$ cat config.mk
export PLATFORM = sky130hd
export DESIGN_NAME = rau_div
export DESIGN_NICKNAME = d
export VERILOG_FILES = /design/src/rau_div.sv
export SDC_FILE = /design/constraint.sdc
export NUM_CORES = 1
export LEC_CHECK = 0
export BUFFER_PORTS_ARGS = -buffer_cell sky130_fd_sc_hd__buf_2
export CAP_MARGIN = 20
export CORE_MARGIN = 1
export CORE_UTILIZATION = 35
export CTS_CLUSTER_SIZE = 20
export DETAILED_ROUTE_END_ITERATION = 12
export PLACE_DENSITY_LB_ADDON = 0.3
export SYNTH_ARGS = -nofsm -noshare
export SYNTH_HDL_FRONTEND = slang
export SYNTH_SLANG_ARGS = --single-unit
export TNS_END_PERCENT = 1
$ cat constraint.sdc
create_clock -name clock -period 5.2 [get_ports clock]
set_input_delay 0 -clock clock [delete_from_list [all_inputs] [get_ports clock]]
set_output_delay 0 -clock clock [all_outputs]
set_load 0.01 [all_outputs]
$ cat src/rau_div.sv
// rau_div: restoring 64-bit divider, one quotient bit per cycle
// depends on rau_pkg
`default_nettype none
module rau_div (
   input  wire logic        clock,
   input  wire logic        reset,
   input  wire logic        start,
   input  wire logic [63:0] dividend,
   input  wire logic [63:0] divisor,
   output logic             done,
   output logic [63:0]      quotient
);
   logic [63:0] q_ff, q_in, d_ff, d_in;
   logic [64:0] r_ff, r_in, trial;
   logic [6:0]  cnt_ff, cnt_in;
   logic        busy_ff, busy_in, done_ff, done_in;

   always_comb begin
      q_in = q_ff; d_in = d_ff; r_in = r_ff; cnt_in = cnt_ff;
      busy_in = busy_ff; done_in = 1'b0;
      trial = {r_ff[63:0], q_ff[63]} - {1'b0, d_ff};
      if (start) begin
         q_in = dividend; d_in = divisor; r_in = '0; cnt_in = '0; busy_in = 1'b1;
      end else if (busy_ff) begin
         if (trial[64]) begin
            r_in = {r_ff[63:0], q_ff[63]}; q_in = {q_ff[62:0], 1'b0};
         end else begin
            r_in = trial; q_in = {q_ff[62:0], 1'b1};
         end
         cnt_in = cnt_ff + 7'd1;
         if (cnt_ff == 7'd63) begin
            busy_in = 1'b0; done_in = 1'b1;
         end
      end
   end

   always_ff @(posedge clock) begin
      q_ff <= q_in; d_ff <= d_in; r_ff <= r_in; cnt_ff <= cnt_in;
      if (reset) begin
         busy_ff <= 1'b0; done_ff <= 1'b0;
      end else begin
         busy_ff <= busy_in; done_ff <= done_in;
      end
   end

   assign done     = done_ff;
   assign quotient = q_ff;
endmodule
`default_nettype wire

==> reports/summary.txt <==
Hold Vio Cnt, Final: 0
Tot Pwr: 4.750 mW
Worst slew margin: 31.81%
Max H-tree Level: 1
register area share after synthesis: 44.60%
most frequent cells in the layout: 194 x buf_2, 138 x nand2_1, 130 x dlygate4sd3_1, 128 x edfxtp_1, 91 x inv_1
Startpoint Class: flip-flop
DRC: 0
commonest non-fill, non-tap cell in the layout: buf_2
crit-path cells: inv_1 > ha_1 > fa_1 > nor2b_1 > o21a_1 > o211ai_2 > a32oi_1 > and3_4 > o211a_4 > o211a_1 > nor3_2 > nor2_4 > buf_4 > nor2_1 > buf_4 > a221o_1
fin util: 46.09%
Net count, final: 1,703
vias post-DR: 10,150
Post-DP HPWL: 22,850 um
RSZ-0062 raised after global routing: no
core area: 33,450 sq um
initial antenna violation count: 1
placed cells: 1,797
leakage: 6.585 nW
placed cell area: 13,220 sq um
synth unique cells: 76
area of the multi-input gates: 5961 sq um
port bufs: 195
mapped cell area: 11,890 sq um
effective utilization at floorplan: 35.56%
Hold Startpoint: divisor[9]
worst min path class: input pin to flip-flop
Avg Inst Size Synth: 9.805 sq um
most frequent CP cell: buf_4
GR Overflow Total: 0
Max Clock Freq: 0.2639 GHz
Pins Over Slew Limit: 0
status: finished, final reports clean
Reg area: 5306 sq um
clk slew on worst S/H paths: 60 ps
filler instances: 3,131
Crit-path slowest cell: fa_1
worst r2r dst: r_ff[54]$_SDFFE_PP0P_
FF+latch count, synth: 201
# clock sinks: 201
Seq pwr share: 40.4%
Post-CTS Setup Bufs: 0
Area Growth Syn to Fin: 29.62%
row count: 67
Power Density: 308.1 nW/um^2
largest net degree at the start of global routing: 101
Final GP Congestion: 0.9384
Skew-Pair Late Insertion Delay: 530 ps
Sw Ratio: 27.30%
Setup TNS Final: 0 ps
starting DRC count in detailed routing: 603
CTS tree: yes
IO Count: 196
fin area: 15,420 sq um
TritonRoute pass-1 iters: 5
Post-synth EDFFs: 128
Worst Hold End: d_ff[9]$_DFFE_PP_
WS Path Type: flip-flop to flip-flop
worst-path fanout max: 22
first-pass GRT wire length: 53,410 um
syn_nets: 1,410
Total GRT Usage: 18.59%
Worst Hold Path Cells: 2
final non-filler cell total: 1,974
WL/cell: 16.67 um
die height: 186.3 um
die area: 34,720 sq um
worst-case clock buffer depth: 3
NetSw: 1.297 mW
post-route ant nets: 0
Via density: 5.143
clock power share: 39.6%
Setup Viol. Count Final: 0
dpl ws: 1444 ps
Setup Skew: 16.82 ps
share of cells above drive strength 1: 22.03%
Synth Flop Type: edfxtp_1
CP arrival: 4210 ps
CP Capture Type: flip-flop
synthesized instance count: 1,213
setup slack, reg-to-reg: 1410 ps
setup ws final: 1411 ps
crit path time final: 3789 ps
WP data required: 5620 ps
Yosys warning count: 0
slowest stage delay, CP: 410 ps
CTS root buf: clkbuf_16
number of global-route vias before repair: 10,400
asr flop ratio synth: 0%
Worst R2R Path Depth: 16
Max-Cap Viols: 0
WL final: 32,900 um
slew at the pin closest to its max-slew limit: 1023 ps
IR drop worst, VDD: 0.2190 mV
CTS buffer count: 25
Pint: 3.453 mW
Tcrit/Tclk final: 72.87%
Fin Hold WS: 175.9 ps
Comb pwr share: 20.1%
reg2reg start: quotient[63]$_DFFE_PP_
Die Wd: 186.3 um
repair_timing:
| item | 4_1_cts | 5_1_grt |
|---|---|---|
| resized for setup | 0 | 0 |
| hold buffers | 130 | 0 |
| hold endpoints to repair | 134 | 0 |
worst max-delay path by stage:
stage | depth (start not counted) | slack [ps] | end | startpoint
after CTS | 16 | 1410 | r_ff[54]$_SDFFE_PP0P_ | quotient[63]$_DFFE_PP_
after global routing | 14 | 1250 | r_ff[30]$_SDFFE_PP0P_ | quotient[63]$_DFFE_PP_
after detailed placement | 16 | 1440 | r_ff[61]$_SDFFE_PP0P_ | quotient[63]$_DFFE_PP_
after floorplan | 16 | 1940 | r_ff[13]$_SDFFE_PP0P_ | quotient[63]$_DFFE_PP_
after global placement | 14 | 1560 | r_ff[62]$_SDFFE_PP0P_ | quotient[63]$_DFFE_PP_
final | 16 | 1410 | r_ff[54]$_SDFFE_PP0P_ | quotient[63]$_DFFE_PP_
area by class of cell:
cell class	count	area share, %
clock inverter	13	1.266
timing repair buffer	334	15.25
sequential	201	34.42
tap	448	3.636
multi-input combinational	852	38.66
inverter	92	2.240
clock buffer	33	4.512
antenna	1	0.01623
power groups by stage:
stage               Combinational (mW)  Clock, mW  Sequential, mW
floorplan                        0.582          0            1.95
global placement                 0.865          0            1.94
detailed placement               0.866          0            1.95
CTS                              0.947       1.92            1.92
global route                      1.05       1.98            1.93
finish                           0.954       1.88            1.92
per-layer routing:
metal | vias up | global-route usage [%] | share of wire [%]
li1 | 5034 | - | -
met1 | 4713 | 23.66 | 44
met2 | 336 | 31.69 | 46
met3 | 69 | 3.498 | 6.1
met4 | 0 | 5.880 | 3.2
met5 | - | 0 | 0
state kept, by name, summed over array words and instances (netlist names):
name	cells
d_ff	64
r_ff	64
cnt_ff	7
busy_ff	1
quotient	64
done	1
Yosys cell counts (9+ instances only):
library cell | number | area [sq um]
nor3_1 | 13 | 65.06
nand4_1 | 26 | 162.7
and2_1 | 11 | 68.82
nand2_1 | 138 | 518.0
xnor2_1 | 32 | 280.3
o21ai_0 | 44 | 220.2
inv_1 | 92 | 345.3
dfxtp_1 | 73 | 1461
o21a_1 | 11 | 82.58
o21bai_1 | 13 | 97.59
mux2_2 | 64 | 720.7
a31oi_1 | 11 | 68.82
a21oi_1 | 75 | 375.4
buf_2 | 10 | 50.05
xor2_1 | 28 | 245.2
ha_1 | 65 | 813.3
nand3_1 | 13 | 65.06
a221o_1 | 13 | 130.1
nor2b_1 | 10 | 62.56
a21o_1 | 38 | 285.3
edfxtp_1 | 128 | 3844
nand2b_1 | 9 | 56.30
nor2_1 | 91 | 341.6
a311oi_1 | 42 | 367.9
clkbuf_1 | 51 | 191.4
cell families (layout without fill, tap and decap cells):
| logic type | Yosys count | count (layout) | share of synthesized area (%) |
|---|---|---|---|
| and+or+nand+nor | 347 | 347 | 13.43 |
| AOI/OAI and AO/OA | 311 | 311 | 18.80 |
| DFF | 201 | 201 | 44.60 |
| buffers and inverters | 160 | 472 | 5.344 |
| muxes | 68 | 68 | 6.396 |
| adders and majority gates | 66 | 66 | 7.006 |
| xor gates and xnor gates | 60 | 60 | 4.418 |
| other | 0 | 1 | 0 |
critical path: cells and delay by family (launching register included):
kind	cells	cell delay [ps]
adders and majority gates	2	640
DFF	1	380
buffers and inverters	3	550
and+or+nand+nor	5	680
AOI/OAI and AO/OA	6	1390
Note: power is estimated with default switching activity, not from simulation.
