[src/rau_pkg.sv]
// rau_pkg: shared constants and types for the rational arithmetic unit
// no dependencies
`default_nettype none
package rau_pkg;
   localparam int WORD_BITS_DEF = 32;
   localparam int MAG_BITS      = 64;

   localparam logic [2:0] CMD_NORM = 3'd0;
   localparam logic [2:0] CMD_ADD  = 3'd1;
   localparam logic [2:0] CMD_SUB  = 3'd2;
   localparam logic [2:0] CMD_MUL  = 3'd3;
   localparam logic [2:0] CMD_DIV  = 3'd4;
   localparam logic [2:0] CMD_CMP  = 3'd5;

   localparam logic [1:0] ST_OK   = 2'd0;
   localparam logic [1:0] ST_ZDEN = 2'd1;
   localparam logic [1:0] ST_DIV0 = 2'd2;
   localparam logic [1:0] ST_OVF  = 2'd3;

   typedef struct packed {
      logic        start;
      logic [63:0] x;
      logic [63:0] y;
   } gcd_req_type;

   typedef struct packed {
      logic        busy;
      logic        done;
      logic [63:0] g;
   } gcd_rsp_type;
endpackage
`default_nettype wire

[src/rau_gcd.sv]
// rau_gcd: iterative binary gcd over 64-bit magnitudes, one step per cycle
// depends on rau_pkg
`default_nettype none
module rau_gcd (
   input  wire logic                 clock,
   input  wire logic                 reset,
   input  wire rau_pkg::gcd_req_type req,
   output rau_pkg::gcd_rsp_type      rsp
);
   logic [63:0] x_ff, x_in, y_ff, y_in;
   logic [6:0]  k_ff, k_in;
   logic        busy_ff, busy_in, done_ff, done_in;

   // x kept odd once stripped; y reduced by subtract and shift
   always_comb begin
      x_in = x_ff; y_in = y_ff; k_in = k_ff;
      busy_in = busy_ff; done_in = 1'b0;
      if (req.start) begin
         x_in = req.x; y_in = req.y; k_in = '0; busy_in = 1'b1;
      end else if (busy_ff) begin
         if (y_ff == '0) begin
            x_in = x_ff << k_ff[5:0];
            busy_in = 1'b0; done_in = 1'b1;
         end else if (!x_ff[0] && !y_ff[0]) begin
            x_in = x_ff >> 1; y_in = y_ff >> 1; k_in = k_ff + 7'd1;
         end else if (!x_ff[0]) begin
            x_in = x_ff >> 1;
         end else if (!y_ff[0]) begin
            y_in = y_ff >> 1;
         end else if (y_ff >= x_ff) begin
            y_in = (y_ff - x_ff) >> 1;
         end else begin
            x_in = y_ff; y_in = (x_ff - y_ff) >> 1;
         end
      end
   end

   always_ff @(posedge clock) begin
      x_ff <= x_in; y_ff <= y_in; k_ff <= k_in;
      if (reset) begin
         busy_ff <= 1'b0; done_ff <= 1'b0;
      end else begin
         busy_ff <= busy_in; done_ff <= done_in;
      end
   end

   assign rsp.busy = busy_ff;
   assign rsp.done = done_ff;
   assign rsp.g    = x_ff;

   a_done_after_busy: assert property (@(posedge clock) disable iff (reset)
      done_ff |-> $past(busy_ff)) else $error("gcd done without busy");
   a_not_both: assert property (@(posedge clock) disable iff (reset)
      done_ff |-> !busy_ff) else $error("gcd done while busy");
   a_start_busy: assert property (@(posedge clock) disable iff (reset)
      req.start |=> busy_ff) else $error("gcd start lost");
endmodule
`default_nettype wire

[config.mk]
export PLATFORM = sky130hd
export DESIGN_NAME = rau_gcd
export DESIGN_NICKNAME = d
export VERILOG_FILES = /design/src/rau_pkg.sv /design/src/rau_gcd.sv
export SDC_FILE = /design/constraint.sdc
export NUM_CORES = 1
export LEC_CHECK = 0
export ABC_AREA = 1
export ABC_CLOCK_PERIOD_IN_PS = 7400
export BUFFER_PORTS_ARGS = -buffer_cell sky130_fd_sc_hd__buf_2
export CELL_PAD_IN_SITES_DETAIL_PLACEMENT = 0
export CELL_PAD_IN_SITES_GLOBAL_PLACEMENT = 1
export CORE_ASPECT_RATIO = 1.75
export CORE_MARGIN = 2
export CORE_UTILIZATION = 43
export CTS_BUF_LIST = sky130_fd_sc_hd__clkbuf_8
export CTS_CLUSTER_DIAMETER = 60
export DETAILED_ROUTE_END_ITERATION = 7
export GPL_ROUTABILITY_DRIVEN = 1
export GPL_TIMING_DRIVEN = 0
export PLACE_DENSITY_LB_ADDON = 0.1
export SYNTH_ARGS = -nofsm -noshare
export SYNTH_HDL_FRONTEND = slang
export SYNTH_SLANG_ARGS = --single-unit
[constraint.sdc]
create_clock -name clock -period 7.4 [get_ports clock]
set_input_delay 0.74 -clock clock [delete_from_list [all_inputs] [get_ports clock]]
set_output_delay 0.74 -clock clock [all_outputs]
set_load 0.01 [all_outputs]
==> results list <==
- Biggest fanout along the worst timing path: 27
* Boundary Pins: between 150 and 200
- In this run the power density over the cells is 269 nW/um^2.
- PostCTS Resize Cnt: 0
- Clock tree skew after final layout: 0.0254 ns
- Most instantiated flip-flop cell in the synthesis netlist: sky130_fd_sc_hd__edfxtp_1
- The number of global-route vias before repair came to 28200.
- Routability-driven placement finished with a final weighted congestion of ~1.2.
- Hold Vio Cnt, Final: 0
* Final worst-path cycle share: 90.9%
- Hold repair after CTS inserted 0 buffers.
* Proportion of layout cells with a drive suffix above 1: 8.81%
- Count of synthesis-stage warnings from yosys: 0
- For the worst-skew pair, the clock arrives at the later sink with an insertion delay of 0.54 ns.
- After synthesis, the mean cell area works out to 5.51 sq um.
* Area share of the largest cell type after synthesis: 25.4%
- Die Ht: 308 um
- For this run the aggregate overflow at the end of global routing stands at 0.
* Sequential cell area fraction in the yosys report: 17.6%
- The final route contains approximately 30000 vias.
* Number of detailed-route iterations in the first pass: 8
- Static timing analysis puts the maximum clock frequency at about 150 MHz.
- Summed over all cells, the static leakage comes to 13.5 nW.
- Number of buffers inserted by port buffering: 195
* Cell count after synthesis: 4119
- For this run, the slowest stage of the critical path takes around 1.5 ns.
- Crit path capture type: flip-flop
* Syn Std Cell Area: 22700 sq um
* Cells traversed along the worst timing path: inv_1 -> nand4_1 -> nor3_1 -> nand3_1 -> nor2_1 -> nand2_1 -> clkbuf_1 -> nand2_1 -> nor2_1 -> a21oi_4 -> buf_16 -> buf_12 -> o21a_1
- The cell sitting at the root of the clock tree is a sky130_fd_sc_hd__clkbuf_8.
* Remaining antenna violation count after routing: 0
* Number of placement rows: 111
* Seq cells post-synth: about 140
- Final Setup Violations: 0
* Global router's overall resource usage: between 50% and 60%
- Worst setup path category: reg -> reg
- Most frequent standard cell in the layout excluding fill and tap cells: sky130_fd_sc_hd__nand2_1
- Clock-pin slew was measured on the worst setup and hold paths at roughly 0.1 ns.
- Kind of launch point of the worst setup path: flip-flop
* Most used cells in the layout excluding fill and tap cells: sky130_fd_sc_hd__nand2_1, sky130_fd_sc_hd__inv_1, sky130_fd_sc_hd__nand3_1
- After synthesis, the cell types taking the most area are sky130_fd_sc_hd__nand2_1, sky130_fd_sc_hd__edfxtp_1, sky130_fd_sc_hd__inv_1.
- The tightest min-delay check is of the in -> reg type.
- Max capacitance violation total: 2
- In this run, synthesis inferred around 130 flip-flops with an integrated enable.
* Yosys top cell by area: sky130_fd_sc_hd__nand2_1
- Counting tap cells, the placed design contains a total of 4995 instances.
* Number of setup buffers added after CTS: 0
- Initial Util: between 40 and 50%
- Subtracting the final worst setup slack from the clock period gives 6.73 ns.
* Layout Nets: 4599
- In this run the standard cell core region covers 52200 sq um.
* TritonCTS sink count: around 140
- The first routing iteration left 3351 violations.
- The die is approximately 180 um wide.
- After detailed routing, the total wire length is 141000 um.
* Post-synthesis net count: between 4000 and 5000
* First-pass GRT wire length: 197000 um
- The die covers between 50000 and 60000 sq um.
- Setup repair after global routing left no endpoint under its margin.
* Detail Placement HPWL: 115000 um
- Number of buffers created by CTS: 17
* Finished Layout Cells: 5033
- Cell with the largest stage delay on the worst path: sky130_fd_sc_hd__nor3_1
* Initial antenna violation count: 13
* Total power: 6.73 mW
- For this run, design rule violations remaining after detail routing come to 6.
- TritonCTS clock tree: done
- For the worst setup path, the data required time is about 7.6 ns.
- Worst-Margin Slew: 1.63 ns
- Compared with the post-synthesis result, the final layout area differs by 10.3%.
- Entering global routing, the biggest net connects 35 pins.
* Number of buffers between clock root and the deepest sink: 2
- Maximum vdd drop: 0.139 mV
- Endpoint arrival time on the critical path: about 7.0 ns
- Using the TritonRoute via totals, the vias-per-cell ratio works out to 5.86.
* WL/cell: 28.1 um
- In the synthesized netlist the async set-or-reset flop fraction comes to 0%.
- The final-report max-slew violation count was 3.
- Final hold slack: 0.372 ns
* Final core area utilization: 48.0%
- The run finished, with violations left.
* H-tree depth: 4
- The checks that failed: design-rule violations, max-capacitance violations, max-slew violations.
- In this run, distinct cell masters in the synthesized netlist total 47.
* Worst rel slew slack: -9.32%
- For the final routed database, the setup TNS stands at 0 ns.
-- sequential cells by signal, indices dropped and copies added (netlist names) --
signal / flops
x_ff: 64
busy_ff: 1
k_ff: 6
done_ff: 1
y_ff: 64
-- per-stage QoR --
step / area, sq um / setup WS, ns
floorplan: 22700 / 1.84
global placement: 24500 / -2.24
detailed placement: 24600 / 1.51
CTS: 25000 / 1.51
global route: 25000 / 1.15
finish: 25000 / 0.671
-- worst max-delay path: cells and delay by family, from the launching register on --
kind / cells / cell delay [ns]
flip-flops: 1 / 0.48
AND/OR/NAND/NOR: 7 / 3.81
buffers and inverters: 4 / 1.10
AO/OA/AOI/OAI: 2 / 0.99
-- per-layer routing --
layer / track usage, % / routed length [um] / vias up
met4: 55.1 / 19100 / 10
met2: 79.6 / 61000 / 1941
met5: 0 / 56 / -
met3: 16.9 / 14200 / 736
li1: - / - / 13500
met1: 52.4 / 46900 / 13300
-- path summary, 6_finish.rpt --
path / startpoint / end / slack, ns / cells after the start
max: y_ff[61]$_DFFE_PP_ / x_ff[62]$_DFFE_PP_ / 0.67 / 13
min: reset / busy_ff$_SDFF_PP0_ / 0.37 / 2
max reg2reg: y_ff[61]$_DFFE_PP_ / x_ff[62]$_DFFE_PP_ / 0.67 / 13
min reg2reg: k_ff[5]$_SDFFE_PP0P_ / k_ff[5]$_SDFFE_PP0P_ / 0.56 / 2
-- Yosys cell counts, drive strengths merged (5+ instances only) --
master   count
nand2     1558
inv        694
nand3      342
nor2       285
a21oi      251
o21ai      234
ha         130
edfxtp     128
clkbuf      88
buf         79
nand4       59
mux2i       53
xor2        48
o211ai      45
a31oi       26
nor3        25
or2         24
nor4        13
dfxtp        8
o21bai       6
nand3b       5
o2111ai      5
-- final cells by class --
| cell class | count | area, sq um |
|---|---|---|
| inverters | 696 | 2610 |
| diodes | 6 | 15.0 |
| fillers | 6197 | 27200 |
| multi-input cells | 3120 | 15400 |
| clock inverters | 12 | 140 |
| clock buffers | 20 | 275 |
| repair buffers | 198 | 1040 |
| plain buffers | 167 | 752 |
| flip-flops and latches | 136 | 4000 |
| well taps | 678 | 848 |
-- cells by family after synthesis --
group	share of synthesized area, %
xor gates and xnor gates	1.93
adders and majority gates	7.34
DFF	17.6
AOI/OAI and AO/OA	13.5
and+or+nand+nor	42.4
buffers and inverters	14.8
muxes	2.34
-- where the power goes --
| group | internal [mW] | switching (mW) |
|---|---|---|
| sequential | 1.02 | 0.206 |
| clock | 0.330 | 0.375 |
| combinational | 1.30 | 3.51 |
| total | 2.65 | 4.09 |
(Power assumes the default switching activity.)
